--- config.mk ---
export PLATFORM = sky130hd
export DESIGN_NAME = pressure_pad_retrigger_qualifier
export DESIGN_NICKNAME = d
export VERILOG_FILES = /design/src/rtl/prr_pkg.sv /design/src/rtl/pressure_pad_retrigger_qualifier.sv /design/src/rtl/prr_hist.sv /design/src/rtl/prr_eval.sv
export VERILOG_INCLUDE_DIRS = /design/src /design/src/rtl
export SDC_FILE = /design/constraint.sdc
export NUM_CORES = 2
export LEC_CHECK = 0
export ABC_AREA = 0
export BUFFER_PORTS_ARGS = -buffer_cell sky130_fd_sc_hd__buf_2
export CAP_MARGIN = 0
export CORE_MARGIN = 2
export CORE_UTILIZATION = 53
export CTS_CLUSTER_SIZE = 28
export DETAILED_ROUTE_END_ITERATION = 12
export PLACE_DENSITY = 0.73
export SLEW_MARGIN = 10
export SYNTH_ARGS = -nofsm -noshare
export SYNTH_HDL_FRONTEND = slang
export SYNTH_SLANG_ARGS = --single-unit
--- constraint.sdc ---
create_clock -name clk -period 15.18 [get_ports clk]
set_clock_uncertainty 0.05 [all_clocks]
set_input_delay 0.759 -clock clk [delete_from_list [all_inputs] [get_ports clk]]
set_output_delay 0.759 -clock clk [all_outputs]
set_load 0.05 [all_outputs]
--- src/rtl/pressure_pad_retrigger_qualifier_defines.svh ---
// assertion macros for the pressure pad retrigger qualifier
// used by files that carry concurrent checks; needs clk and rst_n in scope
`ifndef PRESSURE_PAD_RETRIGGER_QUALIFIER_DEFINES_SVH
`define PRESSURE_PAD_RETRIGGER_QUALIFIER_DEFINES_SVH

// antecedent implies consequent in the same cycle
`define PRR_ASSERT_SAME(label, ante, cons) \
    label: assert property (@(posedge clk) disable iff (!rst_n) (ante) |-> (cons)) \
        else $error("prr check failed");

// antecedent implies consequent in the following cycle
`define PRR_ASSERT_NEXT(label, ante, cons) \
    label: assert property (@(posedge clk) disable iff (!rst_n) (ante) |=> (cons)) \
        else $error("prr check failed");

`endif

--- src/rtl/prr_pkg.sv ---
// shared types and constants of the pressure pad retrigger qualifier
// no dependencies
package prr_pkg;

    localparam int SENSORS        = 8;
    localparam int BUTTONS        = 8;
    localparam int HIST_DEPTH     = 12;
    localparam int SENS_W         = 3;
    localparam int SAMPLE_W       = 10;
    localparam int TOTAL_W        = 14;
    localparam int SLOT_W         = 4;
    localparam int HIST_ENTRIES   = SENSORS * HIST_DEPTH;
    localparam int ADDR_W         = $clog2(HIST_ENTRIES);
    localparam int BTN_CODE_W     = 4;
    localparam int MASK_W         = 8;
    localparam int THR_BANK_W     = 40;
    localparam int MAP_W          = 32;
    localparam int CFG_IDX_W      = 2;
    localparam int CFG_DATA_W     = 40;
    localparam int IN_DATA_W      = 16;
    localparam int OUT_DATA_W     = 24;
    // total / 12 as (total * 10923) >> 17, exact for every 14-bit total
    localparam int MEAN_MULT      = 10923;
    localparam int MEAN_SHIFT     = 17;
    localparam int MEAN_MULT_W    = 14;
    localparam int PROD_W         = TOTAL_W + MEAN_MULT_W;
    localparam int ARM_WINDOW     = 30;
    localparam int RETRIGGER_JUMP = 50;

    typedef enum logic [CFG_IDX_W-1:0] {
        CFG_THR_LOW    = 2'd0,
        CFG_THR_HIGH   = 2'd1,
        CFG_BUTTON_MAP = 2'd2
    } cfg_reg_t;

    typedef logic [BUTTONS-1:0] btn_mask_t;

    typedef struct packed {
        logic [SAMPLE_W-1:0]   sample;
        logic [SAMPLE_W-1:0]   smoothed;
        logic [SAMPLE_W-1:0]   hist_old;
        logic [TOTAL_W-1:0]    total;
        logic [SAMPLE_W-1:0]   thr;
        logic [BTN_CODE_W-1:0] btn;
        logic                  armed;
        btn_mask_t             decided;
    } eval_in_t;

    typedef struct packed {
        logic [SAMPLE_W-1:0] level;
        logic [TOTAL_W-1:0]  total;
        logic                armed;
        logic                decide;
        logic                press;
        btn_mask_t           btn_bit;
    } eval_out_t;

    // flat history address: sensor * 12 + slot
    function automatic logic [ADDR_W-1:0] hist_addr(input logic [SENS_W-1:0] s,
                                                    input logic [SLOT_W-1:0] slot);
        logic [ADDR_W-1:0] a;
        a = ADDR_W'(s) * ADDR_W'(HIST_DEPTH) + ADDR_W'(slot);
        return a;
    endfunction

endpackage

--- src/rtl/pressure_pad_retrigger_qualifier.sv ---
// top level of the pressure pad retrigger qualifier
// depends on prr_pkg, prr_hist, prr_eval and the assertion macro header
//
// One sample transfer enters per cycle while the output side is ready, and one result transfer
// leaves per sample from the result register. The input register stage also issues the
// history read; the evaluation logic (half-sum smoothing, 12-entry running history sum, mean by
// reciprocal multiply, arm/release decision) sits between that stage and the result register.
// Per-sensor levels, sums and arm flags are flip-flops read at the sample's sensor; the 96-entry
// history is a memory with per-entry valid bits, so it needs no clearing pass after reset. A
// write to the history that coincides with a read of the same entry is forwarded. While a
// result waits, the input stage still takes one sample if it is empty and then stalls;
// s_tready follows m_tready combinationally through the stage drain.
// Configuration writes are meant for idle periods only.
module pressure_pad_retrigger_qualifier (
    input  logic                            clk,
    input  logic                            rst_n,
    // sample stream
    input  logic                            s_tvalid,
    output logic                            s_tready,
    input  logic [prr_pkg::IN_DATA_W-1:0]   s_tdata,   // sensor_index[2:0], sample[12:3], zero pad
    input  logic                            s_tlast,   // frame_end
    // result stream
    output logic                            m_tvalid,
    input  logic                            m_tready,
    output logic [prr_pkg::OUT_DATA_W-1:0]  m_tdata,   // sensor_echo[2:0], filtered_level[12:3],
                                                       // buttons_pressed[20:13], zero pad
    output logic                            m_tlast,   // frame_done
    // configuration
    input  logic                            cfg_we,
    input  logic [prr_pkg::CFG_IDX_W-1:0]   cfg_index,
    input  logic [prr_pkg::CFG_DATA_W-1:0]  cfg_wdata
);
    import prr_pkg::*;

    `include "pressure_pad_retrigger_qualifier_defines.svh"

    // configuration registers
    logic [THR_BANK_W-1:0] thr_low_reg;
    logic [THR_BANK_W-1:0] thr_high_reg;
    logic [MAP_W-1:0]      map_reg;

    // per-sensor state
    logic [SAMPLE_W-1:0] smoothed_reg [SENSORS];
    logic [TOTAL_W-1:0]  total_reg    [SENSORS];
    logic [SENSORS-1:0]  armed_reg;

    // frame state
    logic [SLOT_W-1:0] slot_reg;
    btn_mask_t         decided_reg;
    btn_mask_t         building_reg;
    logic [MASK_W-1:0] reported_reg;

    // input stage
    logic                stg_vld_reg;
    logic [SENS_W-1:0]   stg_s_reg;
    logic [SAMPLE_W-1:0] stg_sample_reg;
    logic                stg_last_reg;
    logic [ADDR_W-1:0]   stg_addr_reg;

    // result register
    logic                out_vld_reg;
    logic [SENS_W-1:0]   out_s_reg;
    logic [SAMPLE_W-1:0] out_level_reg;
    logic [MASK_W-1:0]   out_btn_reg;
    logic                out_last_reg;

    logic                in_xfer;
    logic                stg_adv;
    logic [SENS_W-1:0]   in_s;
    logic [ADDR_W-1:0]   rd_addr;
    logic [SAMPLE_W-1:0] hist_old;
    logic                sens_ok;
    logic                hist_we;
    logic [SAMPLE_W-1:0] thr_sel;
    logic [SLOT_W-1:0]   slot_next;
    btn_mask_t           decided_next;
    btn_mask_t           building_next;
    logic [MASK_W-1:0]   reported_next;
    eval_in_t            ein;
    eval_out_t           eout;

    // handshake: the input stage drains into the result register when it is empty or its result is taken
    assign stg_adv  = stg_vld_reg && (!out_vld_reg || m_tready);
    assign s_tready = !stg_vld_reg || stg_adv;
    assign in_xfer  = s_tvalid && s_tready;

    assign in_s    = s_tdata[SENS_W-1:0];
    assign rd_addr = hist_addr(in_s, slot_reg);

    // slot advances at the transfer of a frame end; each sample carries its own address
    assign slot_next = (slot_reg == SLOT_W'(HIST_DEPTH - 1)) ? '0 : slot_reg + 1'b1;

    always_ff @(posedge clk or negedge rst_n)
    begin
        if (!rst_n)
        begin
            slot_reg <= '0;
        end
        else if (in_xfer && s_tlast)
        begin
            slot_reg <= slot_next;
        end
    end

    // configuration port
    always_ff @(posedge clk or negedge rst_n)
    begin
        if (!rst_n)
        begin
            thr_low_reg  <= '0;
            thr_high_reg <= '0;
            map_reg      <= '1;
        end
        else if (cfg_we)
        begin
            unique case (cfg_index)
                CFG_THR_LOW:    thr_low_reg  <= cfg_wdata[THR_BANK_W-1:0];
                CFG_THR_HIGH:   thr_high_reg <= cfg_wdata[THR_BANK_W-1:0];
                CFG_BUTTON_MAP: map_reg      <= cfg_wdata[MAP_W-1:0];
                default:        ;
            endcase
        end
    end

    // input stage
    always_ff @(posedge clk or negedge rst_n)
    begin
        if (!rst_n)
        begin
            stg_vld_reg <= 1'b0;
        end
        else if (s_tready)
        begin
            stg_vld_reg <= s_tvalid;
        end
    end

    always_ff @(posedge clk)
    begin
        if (in_xfer)
        begin
            stg_s_reg      <= in_s;
            stg_sample_reg <= s_tdata[SENS_W +: SAMPLE_W];
            stg_last_reg   <= s_tlast;
            stg_addr_reg   <= rd_addr;
        end
    end

    // history memory, write-back from the sample leaving the input stage
    assign sens_ok = {1'b0, stg_s_reg} < (SENS_W+1)'(SENSORS);
    assign hist_we = stg_adv && sens_ok;

    prr_hist u_hist (
        .clk     (clk),
        .rst_n   (rst_n),
        .rd_en   (in_xfer),
        .rd_addr (rd_addr),
        .wr_en   (hist_we),
        .wr_addr (stg_addr_reg),
        .wr_data (eout.level),
        .rd_data (hist_old)
    );

    // sensor threshold: four per bank, ten bits each
    assign thr_sel = stg_s_reg[2] ? thr_high_reg[stg_s_reg[1:0] * SAMPLE_W +: SAMPLE_W]
                                  : thr_low_reg[stg_s_reg[1:0] * SAMPLE_W +: SAMPLE_W];

    always_comb
    begin
        ein.sample   = stg_sample_reg;
        ein.smoothed = smoothed_reg[stg_s_reg];
        ein.hist_old = hist_old;
        ein.total    = total_reg[stg_s_reg];
        ein.thr      = thr_sel;
        ein.btn      = map_reg[{stg_s_reg, 2'b00} +: BTN_CODE_W];
        ein.armed    = armed_reg[stg_s_reg];
        ein.decided  = decided_reg;
    end

    prr_eval u_eval (
        .ein  (ein),
        .eout (eout)
    );

    // frame masks: decided/building gather per frame, reported latches at frame end
    always_comb
    begin
        decided_next  = decided_reg;
        building_next = building_reg;
        reported_next = reported_reg;
        if (sens_ok && eout.decide)
        begin
            decided_next = decided_reg | eout.btn_bit;
        end
        if (sens_ok && eout.press)
        begin
            building_next = building_reg | eout.btn_bit;
        end
        if (stg_last_reg)
        begin
            reported_next = MASK_W'(building_next);
            decided_next  = '0;
            building_next = '0;
        end
    end

    // state update when a sample leaves the input stage
    always_ff @(posedge clk or negedge rst_n)
    begin
        if (!rst_n)
        begin
            for (int i = 0; i < SENSORS; i++)
            begin
                smoothed_reg[i] <= '0;
                total_reg[i]    <= '0;
            end
            armed_reg    <= '0;
            decided_reg  <= '0;
            building_reg <= '0;
            reported_reg <= '0;
        end
        else if (stg_adv)
        begin
            if (sens_ok)
            begin
                smoothed_reg[stg_s_reg] <= eout.level;
                total_reg[stg_s_reg]    <= eout.total;
                armed_reg[stg_s_reg]    <= eout.armed;
            end
            decided_reg  <= decided_next;
            building_reg <= building_next;
            reported_reg <= reported_next;
        end
    end

    // result register
    always_ff @(posedge clk or negedge rst_n)
    begin
        if (!rst_n)
        begin
            out_vld_reg <= 1'b0;
        end
        else if (stg_adv)
        begin
            out_vld_reg <= 1'b1;
        end
        else if (m_tready)
        begin
            out_vld_reg <= 1'b0;
        end
    end

    always_ff @(posedge clk)
    begin
        if (stg_adv)
        begin
            out_s_reg     <= stg_s_reg;
            out_level_reg <= sens_ok ? eout.level : '0;
            out_btn_reg   <= reported_next;
            out_last_reg  <= stg_last_reg;
        end
    end

    assign m_tvalid = out_vld_reg;
    assign m_tlast  = out_last_reg;
    assign m_tdata  = {(OUT_DATA_W - SENS_W - SAMPLE_W - MASK_W)'(0),
                       out_btn_reg, out_level_reg, out_s_reg};

    // checks
    `PRR_ASSERT_SAME(a_slot_range, 1'b1, slot_reg <= SLOT_W'(HIST_DEPTH - 1))
    `PRR_ASSERT_SAME(a_building_in_decided, 1'b1, (building_reg & ~decided_reg) == '0)
    `PRR_ASSERT_NEXT(a_frame_clears, stg_adv && stg_last_reg, decided_reg == '0)
    `PRR_ASSERT_NEXT(a_report_holds, !(stg_adv && stg_last_reg), $stable(reported_reg))

endmodule

--- src/rtl/prr_hist.sv ---
// per-sensor level history store, one read and one write port
// depends on prr_pkg; unwritten entries read as zero through valid bits
module prr_hist (
    input  logic                         clk,
    input  logic                         rst_n,
    input  logic                         rd_en,
    input  logic [prr_pkg::ADDR_W-1:0]   rd_addr,
    input  logic                         wr_en,
    input  logic [prr_pkg::ADDR_W-1:0]   wr_addr,
    input  logic [prr_pkg::SAMPLE_W-1:0] wr_data,
    output logic [prr_pkg::SAMPLE_W-1:0] rd_data
);
    import prr_pkg::*;

    logic [SAMPLE_W-1:0]     mem [HIST_ENTRIES];
    logic [HIST_ENTRIES-1:0] vld_reg;
    logic [SAMPLE_W-1:0]     rd_q_reg;
    logic                    rdv_q_reg;
    logic                    bypass;

    // a write landing in the same cycle as the read of the same entry
    assign bypass = wr_en && (wr_addr == rd_addr);

    always_ff @(posedge clk)
    begin
        if (wr_en)
        begin
            mem[wr_addr] <= wr_data;
        end
        if (rd_en)
        begin
            rd_q_reg <= bypass ? wr_data : mem[rd_addr];
        end
    end

    always_ff @(posedge clk or negedge rst_n)
    begin
        if (!rst_n)
        begin
            vld_reg   <= '0;
            rdv_q_reg <= 1'b0;
        end
        else
        begin
            if (wr_en)
            begin
                vld_reg[wr_addr] <= 1'b1;
            end
            if (rd_en)
            begin
                rdv_q_reg <= bypass || vld_reg[rd_addr];
            end
        end
    end

    assign rd_data = rdv_q_reg ? rd_q_reg : '0;

endmodule

--- src/rtl/prr_eval.sv ---
// per-sample smoothing, history sum update and button decision
// depends on prr_pkg; purely combinational
module prr_eval (
    input  prr_pkg::eval_in_t  ein,
    output prr_pkg::eval_out_t eout
);
    import prr_pkg::*;

    logic [SAMPLE_W:0]   sum;
    logic [SAMPLE_W-1:0] level;
    logic [TOTAL_W-1:0]  total_new;
    logic [PROD_W-1:0]   prod;
    logic [SAMPLE_W-1:0] mean;
    logic                armed0;
    logic                near;
    logic                jump;
    logic                btn_ok;
    btn_mask_t           btn_bit;
    logic                decide;
    logic                release_hit;

    always_comb
    begin
        sum       = {1'b0, ein.smoothed} + {1'b0, ein.sample};
        level     = sum[SAMPLE_W:1];
        total_new = ein.total - TOTAL_W'(ein.hist_old) + TOTAL_W'(level);
        prod      = PROD_W'(total_new) * PROD_W'(MEAN_MULT);
        mean      = prod[MEAN_SHIFT +: SAMPLE_W];

        armed0 = ein.armed && !(level < ein.thr);
        near   = {1'b0, level} < ({1'b0, mean} + (SAMPLE_W+1)'(ARM_WINDOW));
        jump   = {1'b0, level} > ({1'b0, mean} + (SAMPLE_W+1)'(RETRIGGER_JUMP));

        btn_ok  = ein.btn < BTN_CODE_W'(BUTTONS);
        btn_bit = btn_ok ? (btn_mask_t'(1) << ein.btn) : '0;
        decide  = btn_ok && ((ein.decided & btn_bit) == '0) && (level > ein.thr);

        // arming happens first, then a big jump over the mean releases
        release_hit = (armed0 || near) && jump;

        eout.level   = level;
        eout.total   = total_new;
        eout.armed   = decide ? ((armed0 || near) && !jump) : armed0;
        eout.decide  = decide;
        eout.press   = decide && !release_hit;
        eout.btn_bit = btn_bit;
    end

endmodule

==> metrics <==
number of synthesized flops with an enable pin 1013; sequential element share of the synthesized area 65.7%; Worst Tran Pin Value 1.24 ns; largest buffer count on any clock path 3; Critical Path RT 15.60 ns; CTS H-tree lvls 4; number of clock buffers inserted by TritonCTS 148; Clock transition at path regs 0.06 ns; netlist area before placement 0.0631 mm²; Clock Latency Late Sink 0.78 ns; Critical Path Max Stage Delay 0.86 ns; synthesis warning total 0; core region area 0.118 mm²; met2 layer usage reported by global route 39.3%; total number of placement rows 126; vias in the first global route 34.9k; post-synthesis to final-layout area growth 11.4%; synthesized netlist cell count 3774; Final Hold Viols 0; buffers plus inverters on the worst setup path 9; fill cell instance count of the final layout 8518; final setup fails 0; proportion of register bits with asynchronous set or reset after synthesis 30.2%; number of register bits inferred by synthesis 1452; detailed-route wire length per cell 26.1 µm; Avg Cell Area, Syn 16.7 µm²; global-route met3 utilization 3.95%; clock period minus worst slack 14.22 ns; met1 track demand over resource 34.5%; max-cap violation count 0; initial core utilization 53.4%; Setup Buffers After CTS 0; gr usage total 24.4%; largest net degree at the start of global routing 163; RD Place Congestion 0.874; layout cell share with drive strength beyond 1 26.1%; Most Frequent Cell on Critical Path sky130_fd_sc_hd__inv_1; max_slew headroom 17.2%; DRC violation count after routing 0; Top Ports 91; master of the slowest instance on the critical path sky130_fd_sc_hd__fa_4; Worst Setup End Kind flip-flop; HPWL after detailed placement 88100 µm; vias per std cell 6.14; kind of cell adding the most delay to the critical path adder cells; RSZ-0062 raised after global routing false; Port-buffer cells 84; combined area of the multi-input logic cells 0.0203 mm²; highest achievable clock rate 0.0703 GHz; Worst EP arrival 14.63 ns; Worst setup SP type flip-flop; global-route wire length before repair 222000 µm; total number of nets in the final design 4164; Final Routed Wirelength 145000 µm; residual antenna-violating net count after detailed routing 0; worst-path fanout max 14; Die Span Y 349 µm; register area 0.0415 mm²; type of the worst min-delay path in -> reg; number of distinct standard cells referenced by the synthesized netlist 79; clock root buffer master sky130_fd_sc_hd__clkbuf_16; clock net sink count 1452; area enclosed by the die boundary 0.122 mm²; flip-flop count of the largest register after layout 960; sum of negative setup slack 0 ns; clock tree from TritonCTS done; number of vias in the routed layout 34.1k; global routing's busiest layer met2; fin. max-slew vios 0; router iterations before antenna repair 6; Crit Path Class reg -> reg; Tcrit/Tclk final 93.7%; die width 349 µm; number of DRC markers in iteration 0 3616; total congestion overflow after global routing 0; initial antenna violation count 4; Most used DFF post-synth sky130_fd_sc_hd__edfxtp_1; run status finished clean
-- metrics by stage --
| step | cell area [µm²] | utilization, % | hold slack, ns | instances | setup WS [ns] |
|---|---|---|---|---|---|
| after floorplan | 63100 | - | 0.374 | 3776 | 1.44 |
| after global placement | 65300 | 55.3 | 0.393 | 5270 | 0.933 |
| after detailed placement | 65300 | 55.3 | 0.398 | 5270 | 0.814 |
| after CTS | 70300 | 59.5 | 0.0863 | 5548 | 0.736 |
| after global routing | 70300 | 59.5 | 0.103 | 5549 | 0.0684 |
| final | 70300 | 59.5 | 0.128 | 5550 | 0.963 |
-- timing repair --
action | 4_1_cts | 5_1_grt
hold buffers | 1 | 0
hold endpoints to repair | 83 | 0
resized for setup | 0 | 1
setup endpoints to repair | 0 | 14
-- per-layer routing --
layer | wire length [µm] | part of all wire (%) | vias up
met5 | 15 | 0.010 | -
met4 | 3630 | 2.5 | 2
met3 | 9740 | 6.7 | 231
met2 | 71300 | 49 | 1378
met1 | 60200 | 42 | 17800
li1 | - | - | 14700
-- cells by family after synthesis --
| kind of cell | count (synthesis) | share of synthesized area (%) |
|---|---|---|
| xor gates and xnor gates | 58 | 0.805 |
| AOI/OAI and AO/OA | 475 | 4.82 |
| muxes | 558 | 16.5 |
| buffers and inverters | 376 | 2.30 |
| DFF | 1452 | 65.7 |
| other | 1 | 0.00594 |
| adders and majority gates | 215 | 5.07 |
| and+or+nand+nor | 639 | 4.76 |
-- cell usage after synthesis, types with 7 or more instances --
| cell | number | area [µm²] |
|---|---|---|
| sky130_fd_sc_hd__a21o_1 | 19 | 143 |
| sky130_fd_sc_hd__a21oi_1 | 55 | 275 |
| sky130_fd_sc_hd__a221oi_1 | 13 | 114 |
| sky130_fd_sc_hd__a22o_1 | 14 | 123 |
| sky130_fd_sc_hd__a22oi_1 | 54 | 405 |
| sky130_fd_sc_hd__and2_1 | 17 | 106 |
| sky130_fd_sc_hd__and3_1 | 15 | 93.8 |
| sky130_fd_sc_hd__buf_1 | 49 | 184 |
| sky130_fd_sc_hd__buf_2 | 9 | 45.0 |
| sky130_fd_sc_hd__clkbuf_1 | 133 | 499 |
| sky130_fd_sc_hd__dfrtp_1 | 407 | 10200 |
| sky130_fd_sc_hd__dfstp_2 | 32 | 841 |
| sky130_fd_sc_hd__edfxtp_1 | 1013 | 30400 |
| sky130_fd_sc_hd__fa_1 | 68 | 1360 |
| sky130_fd_sc_hd__ha_1 | 147 | 1840 |
| sky130_fd_sc_hd__inv_1 | 178 | 668 |
| sky130_fd_sc_hd__mux2_2 | 140 | 1580 |
| sky130_fd_sc_hd__mux2i_1 | 43 | 430 |
| sky130_fd_sc_hd__mux4_2 | 373 | 8400 |
| sky130_fd_sc_hd__nand2_1 | 249 | 935 |
| sky130_fd_sc_hd__nand2b_1 | 9 | 56.3 |
| sky130_fd_sc_hd__nand3_1 | 36 | 180 |
| sky130_fd_sc_hd__nand3b_1 | 7 | 52.6 |
| sky130_fd_sc_hd__nand4_1 | 14 | 87.6 |
| sky130_fd_sc_hd__nor2_1 | 141 | 529 |
| sky130_fd_sc_hd__nor2b_1 | 16 | 100 |
| sky130_fd_sc_hd__nor3_1 | 13 | 65.1 |
| sky130_fd_sc_hd__o211ai_1 | 19 | 143 |
| sky130_fd_sc_hd__o21a_1 | 13 | 97.6 |
| sky130_fd_sc_hd__o21ai_0 | 221 | 1110 |
| sky130_fd_sc_hd__o41ai_1 | 10 | 87.6 |
| sky130_fd_sc_hd__or2_2 | 99 | 619 |
| sky130_fd_sc_hd__xnor2_1 | 37 | 324 |
| sky130_fd_sc_hd__xor2_1 | 21 | 184 |
-- cell type report --
cell class | instances | share of cell area, %
clock inverters | 75 | 1.27
flip-flops and latches | 1452 | 59.0
diodes | 2 | 0.00712
clock buffers | 202 | 5.78
multi-input cells | 1948 | 28.9
inverters | 179 | 0.972
well taps | 1536 | 2.73
repair buffers | 156 | 1.42
-- cells in the final DEF, fill, tap and decap left out, drive strengths merged, types with 44 or more instances in the layout --
cell    count
edfxtp   1013
dfrtp     407
mux4      373
nand2     249
o21ai     225
clkbuf    202
inv       176
buf       155
ha        147
nor2      142
mux2      141
or2        99
fa         68
clkinv     62
a21oi      55
a22oi      54
mux2i      44
-- final timing paths --
check / from / endpoint / slack, ns / cells after the start
worst max register to register: stg_s_reg[1] / out_btn_reg[4] / 0.96 / 47
max in group asynchronous: rst_n / slot_reg[1] / 12.32 / 4
worst min register to register: u_hist.vld_reg[15] / u_hist.vld_reg[15] / 0.41 / 1
worst min-delay path: s_tdata[11] / stg_sample_reg[8] / 0.13 / 1
min in group asynchronous: rst_n / smoothed_reg[15] / 0.52 / 2
worst max-delay path: stg_s_reg[1] / out_btn_reg[4] / 0.96 / 47
Power is not shown: default switching activity piles up to over one toggle a cycle in this logic, so the estimate is an artifact.
